==> config.mk <==
export PLATFORM = sky130hd
export DESIGN_NAME = rrib_pix_unit
export DESIGN_NICKNAME = d
export VERILOG_FILES = /design/src/sv/rrib_pkg.sv /design/src/sv/rrib_pix_unit.sv
export SDC_FILE = /design/constraint.sdc
export NUM_CORES = 1
export LEC_CHECK = 0
export ABC_AREA = 1
export BUFFER_PORTS_ARGS = -buffer_cell sky130_fd_sc_hd__buf_2
export CAP_MARGIN = 20
export CORE_ASPECT_RATIO = 0.8
export CORE_UTILIZATION = 41
export DETAILED_ROUTE_END_ITERATION = 7
export GPL_ROUTABILITY_DRIVEN = 0
export GPL_TIMING_DRIVEN = 0
export SLEW_MARGIN = 5
export SYNTH_ARGS = -nofsm -noshare
export SYNTH_HDL_FRONTEND = slang
export SYNTH_SLANG_ARGS = --single-unit
==> constraint.sdc <==
create_clock -name aclk -period 8.6 [get_ports aclk]
set_input_delay 0 -clock aclk [delete_from_list [all_inputs] [get_ports aclk]]
set_output_delay 0 -clock aclk [all_outputs]
set_load 0.005 [all_outputs]
==> src/sv/rrib_pkg.sv <==
// ----------------------------------------------------------------------------
// rrib_pkg
// Shared types and constants for the rotated rectangle invert blitter.
// ----------------------------------------------------------------------------
package rrib_pkg;

    // command codes carried in s_tuser
    localparam logic [1:0] OP_INVERT = 2'd0;
    localparam logic [1:0] OP_WRITE  = 2'd1;
    localparam logic [1:0] OP_READ   = 2'd2;

    // rotation codes
    localparam logic [1:0] ROT_0   = 2'd0;
    localparam logic [1:0] ROT_90  = 2'd1;
    localparam logic [1:0] ROT_180 = 2'd2;
    localparam logic [1:0] ROT_270 = 2'd3;

    // configuration register indexes
    localparam logic [1:0] REG_ROTATION   = 2'd0;
    localparam logic [1:0] REG_MEM_WIDTH  = 2'd1;
    localparam logic [1:0] REG_MEM_HEIGHT = 2'd2;
    localparam logic [1:0] REG_ROW_BYTES  = 2'd3;

    // leftmost pixel of a byte sits in the msb
    localparam logic [7:0] PIXEL_MSB = 8'h80;

    // saturation level of the toggle counter
    localparam logic [17:0] COUNT_MAX = 18'h3FFFF;

    // byte offsets are formed this wide before the range check
    localparam int unsigned ADDR_EXT_W = 17;

    // display geometry seen by the pixel unit
    typedef struct packed {
        logic [1:0] rotation;
        logic [8:0] mem_width;
        logic [9:0] mem_height;
        logic [5:0] row_bytes;
    } geom_t;

    // stage enables for the pixel unit
    typedef struct packed {
        logic map_en;
        logic addr_en;
    } pix_ctl_t;

    // pixel unit result: byte offset, bit mask and whether it lands in memory
    typedef struct packed {
        logic                  hit;
        logic [7:0]            mask;
        logic [ADDR_EXT_W-1:0] addr;
    } pix_res_t;

endpackage

==> src/sv/rrib_pix_unit.sv <==
// ----------------------------------------------------------------------------
// rrib_pix_unit
// Shared pixel unit: maps a display pixel through the rotation, then forms
// the byte offset and bit mask in a second registered stage.
// ----------------------------------------------------------------------------
module rrib_pix_unit #(
    parameter int unsigned FB_BYTES = 16384
) (
    input  logic              aclk,
    input  rrib_pkg::pix_ctl_t ctl,
    input  rrib_pkg::geom_t    geom,
    input  logic [9:0]        xd,
    input  logic [9:0]        yd,
    output rrib_pkg::pix_res_t res
);

    localparam logic [rrib_pkg::ADDR_EXT_W-1:0] FB_LIMIT =
        rrib_pkg::ADDR_EXT_W'(FB_BYTES);

    logic signed [11:0] xd_s;
    logic signed [11:0] yd_s;
    logic signed [11:0] w_s;
    logic signed [11:0] h_s;
    logic signed [11:0] xm;
    logic signed [11:0] ym;
    logic               inb;

    logic [8:0] xm_reg;
    logic [9:0] ym_reg;
    logic       inb_reg;

    logic [15:0]                      prod;
    logic [rrib_pkg::ADDR_EXT_W-1:0]  sum;

    logic                             hit_reg;
    logic [7:0]                       mask_reg;
    logic [rrib_pkg::ADDR_EXT_W-1:0]  addr_reg;

    // rotation map to memory coordinates
    always_comb begin
        xd_s = signed'({2'b00, xd});
        yd_s = signed'({2'b00, yd});
        w_s  = signed'({3'b000, geom.mem_width});
        h_s  = signed'({2'b00, geom.mem_height});
        case (geom.rotation)
            rrib_pkg::ROT_0: begin
                xm = yd_s;
                ym = xd_s;
            end
            rrib_pkg::ROT_90: begin
                xm = xd_s;
                ym = h_s - yd_s - 12'sd1;
            end
            rrib_pkg::ROT_180: begin
                xm = w_s - yd_s - 12'sd1;
                ym = h_s - xd_s - 12'sd1;
            end
            default: begin
                xm = w_s - xd_s - 12'sd1;
                ym = yd_s;
            end
        endcase
        inb = (xm >= 12'sd0) && (ym >= 12'sd0) && (xm < w_s) && (ym < h_s);
    end

    // stage one: mapped coordinates
    always_ff @(posedge aclk) begin
        if (ctl.map_en) begin
            xm_reg  <= xm[8:0];
            ym_reg  <= ym[9:0];
            inb_reg <= inb;
        end
    end

    // byte offset: column byte plus row times row pitch
    always_comb begin
        prod = {6'd0, ym_reg} * {10'd0, geom.row_bytes};
        sum  = rrib_pkg::ADDR_EXT_W'(prod) + rrib_pkg::ADDR_EXT_W'(xm_reg[8:3]);
    end

    // stage two: offset, range check and mask
    always_ff @(posedge aclk) begin
        if (ctl.addr_en) begin
            addr_reg <= sum;
            hit_reg  <= inb_reg && (sum < FB_LIMIT);
            mask_reg <= rrib_pkg::PIXEL_MSB >> xm_reg[2:0];
        end
    end

    assign res.hit  = hit_reg;
    assign res.mask = mask_reg;
    assign res.addr = addr_reg;

endmodule

==> impl_metrics.env, run 1 <==
export IMPL_status="complete, but fails checks"
export IMPL_violations="design-rule violations"
export IMPL_grt_pass1_wl_um=24000
export IMPL_post_cts_buffers=0
export IMPL_peakVddDrop_v=0.0000880
export IMPL_vias=5352
export IMPL_synthArstFlopShare_pct=0
export IMPL_startpoint_type="input port"
export IMPL_grt_use_total_pct=19.5
export IMPL_start_util_pct=42.5
export IMPL_die_area_um2=15500
export IMPL_grt_remaining_overflow=0
export IMPL_wl_per_cell_um=13.3
export IMPL_timing_final_crit_share_pct=54.3
export IMPL_final_hold_violation_count=0
export IMPL_synth_main_ff_cell="edfxtp_1"
export IMPL_synth_compound_area_share_pct=9.96
export IMPL_cts_root_buf="clkbuf_16"
export IMPL_hpwlAfterDp_um=12500
export IMPL_n_fill_cell=1463
export IMPL_power_frac_comb_pct=63.4
export IMPL_drive_gt1_share_pct=12.2
export IMPL_yosysSeqAreaShare_pct=22.4
export IMPL_netlist_area_um2=6170
export IMPL_core_area_um2=14500
export IMPL_worstPathArrival_ns=4.76
export IMPL_synth_fp_nets=998
export IMPL_power_switching_w=0.000692
export IMPL_ys_types=41
export IMPL_first_iter_violations=240
export IMPL_crit_fanout=10
export IMPL_routed_via_density=4.92
export IMPL_critPathKind="in2reg"
export IMPL_nets=1074
export IMPL_seqPwrFrac_pct=24.4
export IMPL_clkTransAtPathRegs_ns=0.06
export IMPL_multi_input_area_um2=4070
export IMPL_maxCapViolCount=0
export IMPL_p_total_w=0.00156
export IMPL_critPathTopFamily="buffers and inverters"
export IMPL_fin_worst_skew_ns=0.00420
export IMPL_power_share_clock_pct=12.2
export IMPL_maxSlewHeadroom_pct=63.2
export IMPL_routed_wl_um=14500
export IMPL_p_int_w=0.000864
export IMPL_max_freq_mhz=214
export IMPL_cp_slowest_cell="fa_1"
export IMPL_rrSetupSlack_ns=4.10
export IMPL_cp_common_cell="inv_1"
export IMPL_register_area_um2=1380
export IMPL_tns_ns=0
export IMPL_synth_edf_count=46
export IMPL_port_buffers=69
export IMPL_slowest_delay_ns=0.44
export IMPL_largest_reg_flops=17
export IMPL_grt_max_degree=27
export IMPL_synthMuxAreaShare_pct=0
export IMPL_die_w_um=139
export IMPL_yosysWarnings=0
export IMPL_area_delta_synth_final_pct=11.6
export IMPL_drt_pass1_iter_count=7
export IMPL_tritoncts_num_buffers=5
export IMPL_antenna_found_initial=0
export IMPL_clockBufferDepth=2
export IMPL_ctsResizeCount=0
export IMPL_maxSlewViolCount=0
export IMPL_crit_required_ns=8.69
export IMPL_synth_simple_gate_area_share_pct=24.1
export IMPL_drc=5
export IMPL_end_kind="flip-flop"
export IMPL_whs_ns=0.0708
export IMPL_n_antenna_cell=0
export IMPL_timing_worst_slew_pin_value_ns=0.552
export IMPL_grt_pass1_vias=5036
export IMPL_swShare_pct=44.5
export IMPL_antenna_left=0
export IMPL_synth_area_per_cell_um2=7.46
export IMPL_cts_tree="done"
export IMPL_period_minus_slack_ns=4.67
export IMPL_p_leak_nw=3.80
export IMPL_clk_latency_ns=0.29
export IMPL_power_per_cell_area_nw_per_um2=226
export IMPL_setup_viol=0
export IMPL_ctsHoldBuffers=0
export IMPL_die_h_um=112
export IMPL_synth_fa_ha_area_share_pct=29.4
export IMPL_hold_class="in2reg"
export IMPL_pin_count=76
export IMPL_synth_cells=826
export IMPL_rows=39
export IMPL_rsz0062_at_grt="no"
export IMPL_cp_buffers_inverters=8
export IMPL_synth_top_family_by_area="adder cells"
export IMPL_numClockSinks=46
export IMPL_ys_seq_elements=46
export IMPL_htree_levels=2
export IMPL_synth_xor_area_share_pct=2.56
-- metrics by stage --
stage          instances  instance area, µm²  util (%)  setup slack, ns
3_3_place_gp        1079                6740      46.5             3.63
3_5_place_dp        1079                6740      46.5             3.70
6_report            1087                6880      47.5             3.93
2_1_floorplan        826                6170         -             4.46
4_1_cts             1087                6880      47.5             3.98
5_1_grt             1087                6880      47.5             3.28
-- placed cells by master (no fill, tap or decap), types with 2 or more instances in the layout --
| cell type | count |
|---|---|
| buf_1 | 2 |
| o21ai_1 | 4 |
| nand3b_1 | 4 |
| fa_1 | 38 |
| a21oi_1 | 51 |
| nand2_2 | 16 |
| a211oi_1 | 2 |
| o211ai_1 | 2 |
| xnor2_1 | 7 |
| inv_2 | 3 |
| inv_1 | 169 |
| a22oi_1 | 6 |
| nor2_4 | 2 |
| o221ai_1 | 3 |
| clkbuf_16 | 5 |
| buf_2 | 70 |
| xor2_1 | 11 |
| ha_1 | 84 |
| o31ai_1 | 2 |
| edfxtp_1 | 46 |
| nor3_1 | 13 |
| clkbuf_1 | 12 |
| nor2_1 | 36 |
| nand3_1 | 35 |
| nand4_1 | 13 |
| o21ai_0 | 30 |
| nand2_1 | 216 |
| nand3_2 | 3 |
| nor2_2 | 3 |
-- synth_stat cells, types with 4 or more instances --
cell type,n,area share (%)
inv_1,169,10
xor2_1,11,1.6
nand3_1,35,2.8
nand2_1,216,13
edfxtp_1,46,22
nand4_1,13,1.3
xnor2_1,7,0.99
nand2_2,16,1.6
a22oi_1,6,0.73
o21ai_0,30,2.4
fa_1,38,12
nor3_1,13,1.1
ha_1,84,17
nand3b_1,4,0.49
o21ai_1,4,0.32
a21oi_1,51,4.1
nor2_1,36,2.2
clkbuf_1,11,0.67
-- routing by layer --
layer | wire, µm | up-vias | GRT usage, %
met4 | 199 | 0 | 5.63
met3 | 699 | 12 | 1.81
met5 | 0 | - | 0
met2 | 6340 | 129 | 32.2
met1 | 7210 | 2408 | 27.1
li1 | - | 2803 | -
-- worst register-to-register path, delay by kind of cell, from the launching register on --
family	cells	cell delay, ns
simple gates	2	0.20
fa+ha+maj	5	2.35
xor+xnor	1	0.16
buf+inv	4	0.20
compound gates	4	0.88
flops	1	0.47
-- power groups by stage --
| stage | Combinational (W) | Clock, W | Sequential [W] |
|---|---|---|---|
| global route | 0.00115 | 0.000202 | 0.000385 |
| global placement | 0.000976 | 0 | 0.000383 |
| floorplan | 0.000749 | 0 | 0.000385 |
| finish | 0.000987 | 0.000190 | 0.000379 |
| CTS | 0.00100 | 0.000194 | 0.000380 |
| detailed placement | 0.000990 | 0 | 0.000384 |
-- cells by family (layout without fill, tap and decap cells) --
logic type	count (synthesis)	in the layout
and+or+nand+nor	343	343
buffers and inverters	188	265
adders and majority gates	122	122
AOI/OAI and AO/OA	109	109
DFF	46	46
xor gates and xnor gates	18	18
-- final cells by class --
class / count / area share [%]
clock inverters: 2 / 0.200
plain buffers: 16 / 0.963
multi-input cells: 592 / 59.2
repair buffers: 69 / 5.02
clock buffers: 6 / 1.87
inverters: 172 / 9.38
flip-flops and latches: 46 / 20.1
well taps: 184 / 3.34
-- final timing paths --
path | start | to | cells after the start
hold reg to reg | xm_reg[3]$_DFFE_PP_ | addr_reg[0]$_DFFE_PP_ | 1
setup reg to reg | ym_reg[3]$_DFFE_PP_ | addr_reg[13]$_DFFE_PP_ | 16
setup / recovery | geom[25] | inb_reg$_DFFE_PP_ | 26
hold / removal | yd[0] | ym_reg[0]$_DFFE_PP_ | 3
No activity file was read; power rests on OpenSTA's default activity.
==> run 2, diff against run 1 <==
- ABC_AREA: 1 -> 0
- clock period: 8.6 -> 4 ns (I/O delays scaled with it)
==> run 2 against run 1 <==
The flow finishes with violations (negative setup slack). Worst setup slack worse by 4.5 ns. Global-route usage increased by 0.26 points. Core utilization grew 3.4 points. Clock skew up 0.0037 ns. Critical endpoint is now hit_reg$_DFFE_PP_.
==> impl_metrics.env, run 2 <==
export IMPL_status="complete, but fails checks"
export IMPL_violations="negative setup slack"
export IMPL_r2r_start="ym_reg[4]$_DFFE_PP_"
export IMPL_max_freq_mhz=220
export IMPL_synth_main_ff_cell="edfxtp_1"
export IMPL_peakVddDrop_v=0.000472
export IMPL_maxCapViolCount=0
export IMPL_min_delay_start="yd[9]"
export IMPL_die_w_um=136
export IMPL_pre_cts_ws_ns=-1.28
export IMPL_antenna_found_initial=0
export IMPL_maxSlewViolCount=0
export IMPL_die_area_um2=14800
export IMPL_synth_simple_gate_area_share_pct=15.5
export IMPL_cts_root_buf="clkbuf_16"
export IMPL_ys_types=61
export IMPL_nets=889
export IMPL_n_fill_cell=1289
export IMPL_stdcell_count=898
export IMPL_core_area_um2=13700
export IMPL_startpoint_type="flip-flop"
export IMPL_rows=38
export IMPL_rr_worst_depth=15
export IMPL_synth_fa_ha_area_share_pct=30.9
export IMPL_rsz0062_at_grt="yes"
export IMPL_synthTopCellsByCount="ha_1 (84), inv_1 (79), nand2_1 (66)"
export IMPL_layout_common_cells="inv_1 (78), ha_1 (78), buf_2 (69), nand2_1 (65), edfxtp_1 (46)"
export IMPL_grt_pass1_wl_um=22900
export IMPL_critPathKind="reg2reg"
export IMPL_slowest_delay_ns=0.55
export IMPL_cts_tree="done"
export IMPL_synth_area_per_cell_um2=9.37
export IMPL_port_buffers=69
export IMPL_final_hold_violation_count=0
export IMPL_period_minus_slack_ns=4.54
export IMPL_start_util_pct=42.7
export IMPL_synth_most_common_cell="ha_1"
export IMPL_setup_viol=7
export IMPL_place_inst=875
export IMPL_worstPathArrival_ns=4.67
export IMPL_maxSlewHeadroom_pct=60.5
export IMPL_end_kind="flip-flop"
export IMPL_path_cells="buf_4 -> nand2_1 -> fa_1 -> inv_1 -> fa_1 -> fa_1 -> ha_1 -> ha_1 -> or3_1 -> o21ai_0 -> a31oi_4 -> a41o_1 -> o41ai_2 -> xnor2_1 -> nor4b_2"
export IMPL_vias=4825
export IMPL_ys_seq_elements=46
export IMPL_first_iter_violations=200
export IMPL_synth_top_area_cell="edfxtp_1"
export IMPL_clk_latency_ns=0.29
export IMPL_largest_reg_flops=17
export IMPL_netlist_area_um2=5860
export IMPL_htree_levels=2
export IMPL_synthTopCellsByArea="edfxtp_1 (24%), ha_1 (18%), fa_1 (13%)"
export IMPL_cp_common_cell="fa_1"
export IMPL_drc=0
export IMPL_yosysSeqAreaShare_pct=23.6
export IMPL_area_delta_synth_final_pct=19.2
export IMPL_crit_required_ns=4.12
export IMPL_timing_final_crit_share_pct=114
export IMPL_wl_per_cell_um=15.5
export IMPL_routed_wl_um=13900
export IMPL_hpwlAfterDp_um=11400
export IMPL_clkTransAtPathRegs_ns=0.07
export IMPL_synthMuxAreaShare_pct=3.48
export IMPL_n_antenna_cell=0
export IMPL_r2r_end="hit_reg$_DFFE_PP_"
export IMPL_register_area_um2=1380
export IMPL_crit_fanout=5
export IMPL_grt_remaining_overflow=0
export IMPL_pin_count=76
export IMPL_fin_worst_skew_ns=0.00787
export IMPL_drt_pass1_iter_count=5
export IMPL_die_h_um=109
export IMPL_p_leak_nw=3.27
export IMPL_rrSetupSlack_ns=-0.54
export IMPL_drive_gt1_share_pct=21.4
export IMPL_synth_edf_count=46
export IMPL_grt_pass1_vias=4772
export IMPL_synth_cells=626
export IMPL_tritoncts_num_buffers=5
export IMPL_holdPathEnd="ym_reg[9]$_DFFE_PP_"
export IMPL_synthArstFlopShare_pct=0
export IMPL_hold_path_depth=3
export IMPL_power_per_cell_area_nw_per_um2=585
export IMPL_synth_fp_nets=798
export IMPL_routed_via_density=5.37
export IMPL_synth_top_family_by_area="adder cells"
export IMPL_synth_xor_area_share_pct=5.97
export IMPL_grt_max_degree=27
export IMPL_clockBufferDepth=2
export IMPL_synth_compound_area_share_pct=14.2
export IMPL_multi_input_area_um2=4350
export IMPL_cp_slowest_cell="fa_1"
export IMPL_yosys_area_top_type_share_pct=23.6
export IMPL_antenna_left=0
export IMPL_tns_ns=-2.47
export IMPL_yosysWarnings=0
export IMPL_numClockSinks=46
export IMPL_hold_class="in2reg"
export IMPL_grt_use_total_pct=19.7
export IMPL_fin_ws_ns=-0.544
export IMPL_timing_worst_slew_pin_value_ns=0.592
## run 2: worst max path at each step
stage,slack (ns),cells after the start,start,end
after floorplan,-0.32,16,ym_reg[5]$_DFFE_PP_,hit_reg$_DFFE_PP_
after global placement,-1.25,23,geom[25],inb_reg$_DFFE_PP_
after detailed placement,-1.28,23,geom[25],inb_reg$_DFFE_PP_
after CTS,-0.56,16,ym_reg[2]$_DFFE_PP_,hit_reg$_DFFE_PP_
after global routing,-0.76,16,ym_reg[5]$_DFFE_PP_,hit_reg$_DFFE_PP_
final,-0.54,15,ym_reg[4]$_DFFE_PP_,hit_reg$_DFFE_PP_
## run 2: layout make-up
class	instances	share of cell area [%]
inverters	79	4.24
multi-input cells	481	62.3
flip-flops and latches	46	19.8
repair buffers	86	6.82
clock inverters	3	0.286
well taps	180	3.22
plain buffers	18	1.63
clock buffers	5	1.79
## run 2: kinds of logic (layout without fill, tap and decap cells)
| kind of cell | after synthesis | after routing |
|---|---|---|
| compound gates | 122 | 122 |
| buf+inv | 99 | 191 |
| simple gates | 177 | 177 |
| xor+xnor | 40 | 40 |
| mux | 20 | 20 |
| fa+ha+maj | 122 | 122 |
| flops | 46 | 46 |
## run 2: metal layers
metal	GRT usage, %	share of wire [%]	up-vias	routed length [µm]
met2	33.3	45	109	6310
met4	4.49	1.4	0	199
met3	2.09	4.0	18	555
met5	0	0	-	0
met1	27.1	49	2317	6830
li1	-	-	2381	-
## run 2: metrics by stage
stage	hold slack [ns]	total power (W)	cell area, µm²	util, %
floorplan	0.112	0.00270	5920	-
global placement	0.384	0.00319	6490	47.3
detailed placement	0.383	0.00324	6490	47.3
CTS	0.0980	0.00384	6830	49.7
global route	0.150	0.00449	6990	50.9
finish	0.134	0.00409	6990	50.9
## run 2: power by group
| part | leakage (nW) | switching, W | internal [W] | total, W |
|---|---|---|---|---|
| logic | 2.74 | 0.00150 | 0.00136 | 0.00285 |
| registers | 0.458 | 0.0000499 | 0.000768 | 0.000818 |
| clock network | 0.0679 | 0.000187 | 0.000232 | 0.000418 |
| total | 3.27 | 0.00173 | 0.00236 | 0.00409 |
## run 2: critical path, delay by kind of cell (launching register included)
family,cells,cell delay [ns]
compound gates,4,0.73
xor+xnor,1,0.15
fa+ha+maj,5,2.26
buf+inv,2,0.19
flops,1,0.39
simple gates,3,0.66
## run 2: timing repair
| action | CTS | global route |
|---|---|---|
| pin swaps | 19 | 13 |
| hold buffers | 0 | 0 |
| endpoints found under the setup margin | 9 | 12 |
| gates resized for setup | 24 | 26 |
| endpoints found under the hold margin | 0 | 0 |
| setup buffers | 13 | 4 |
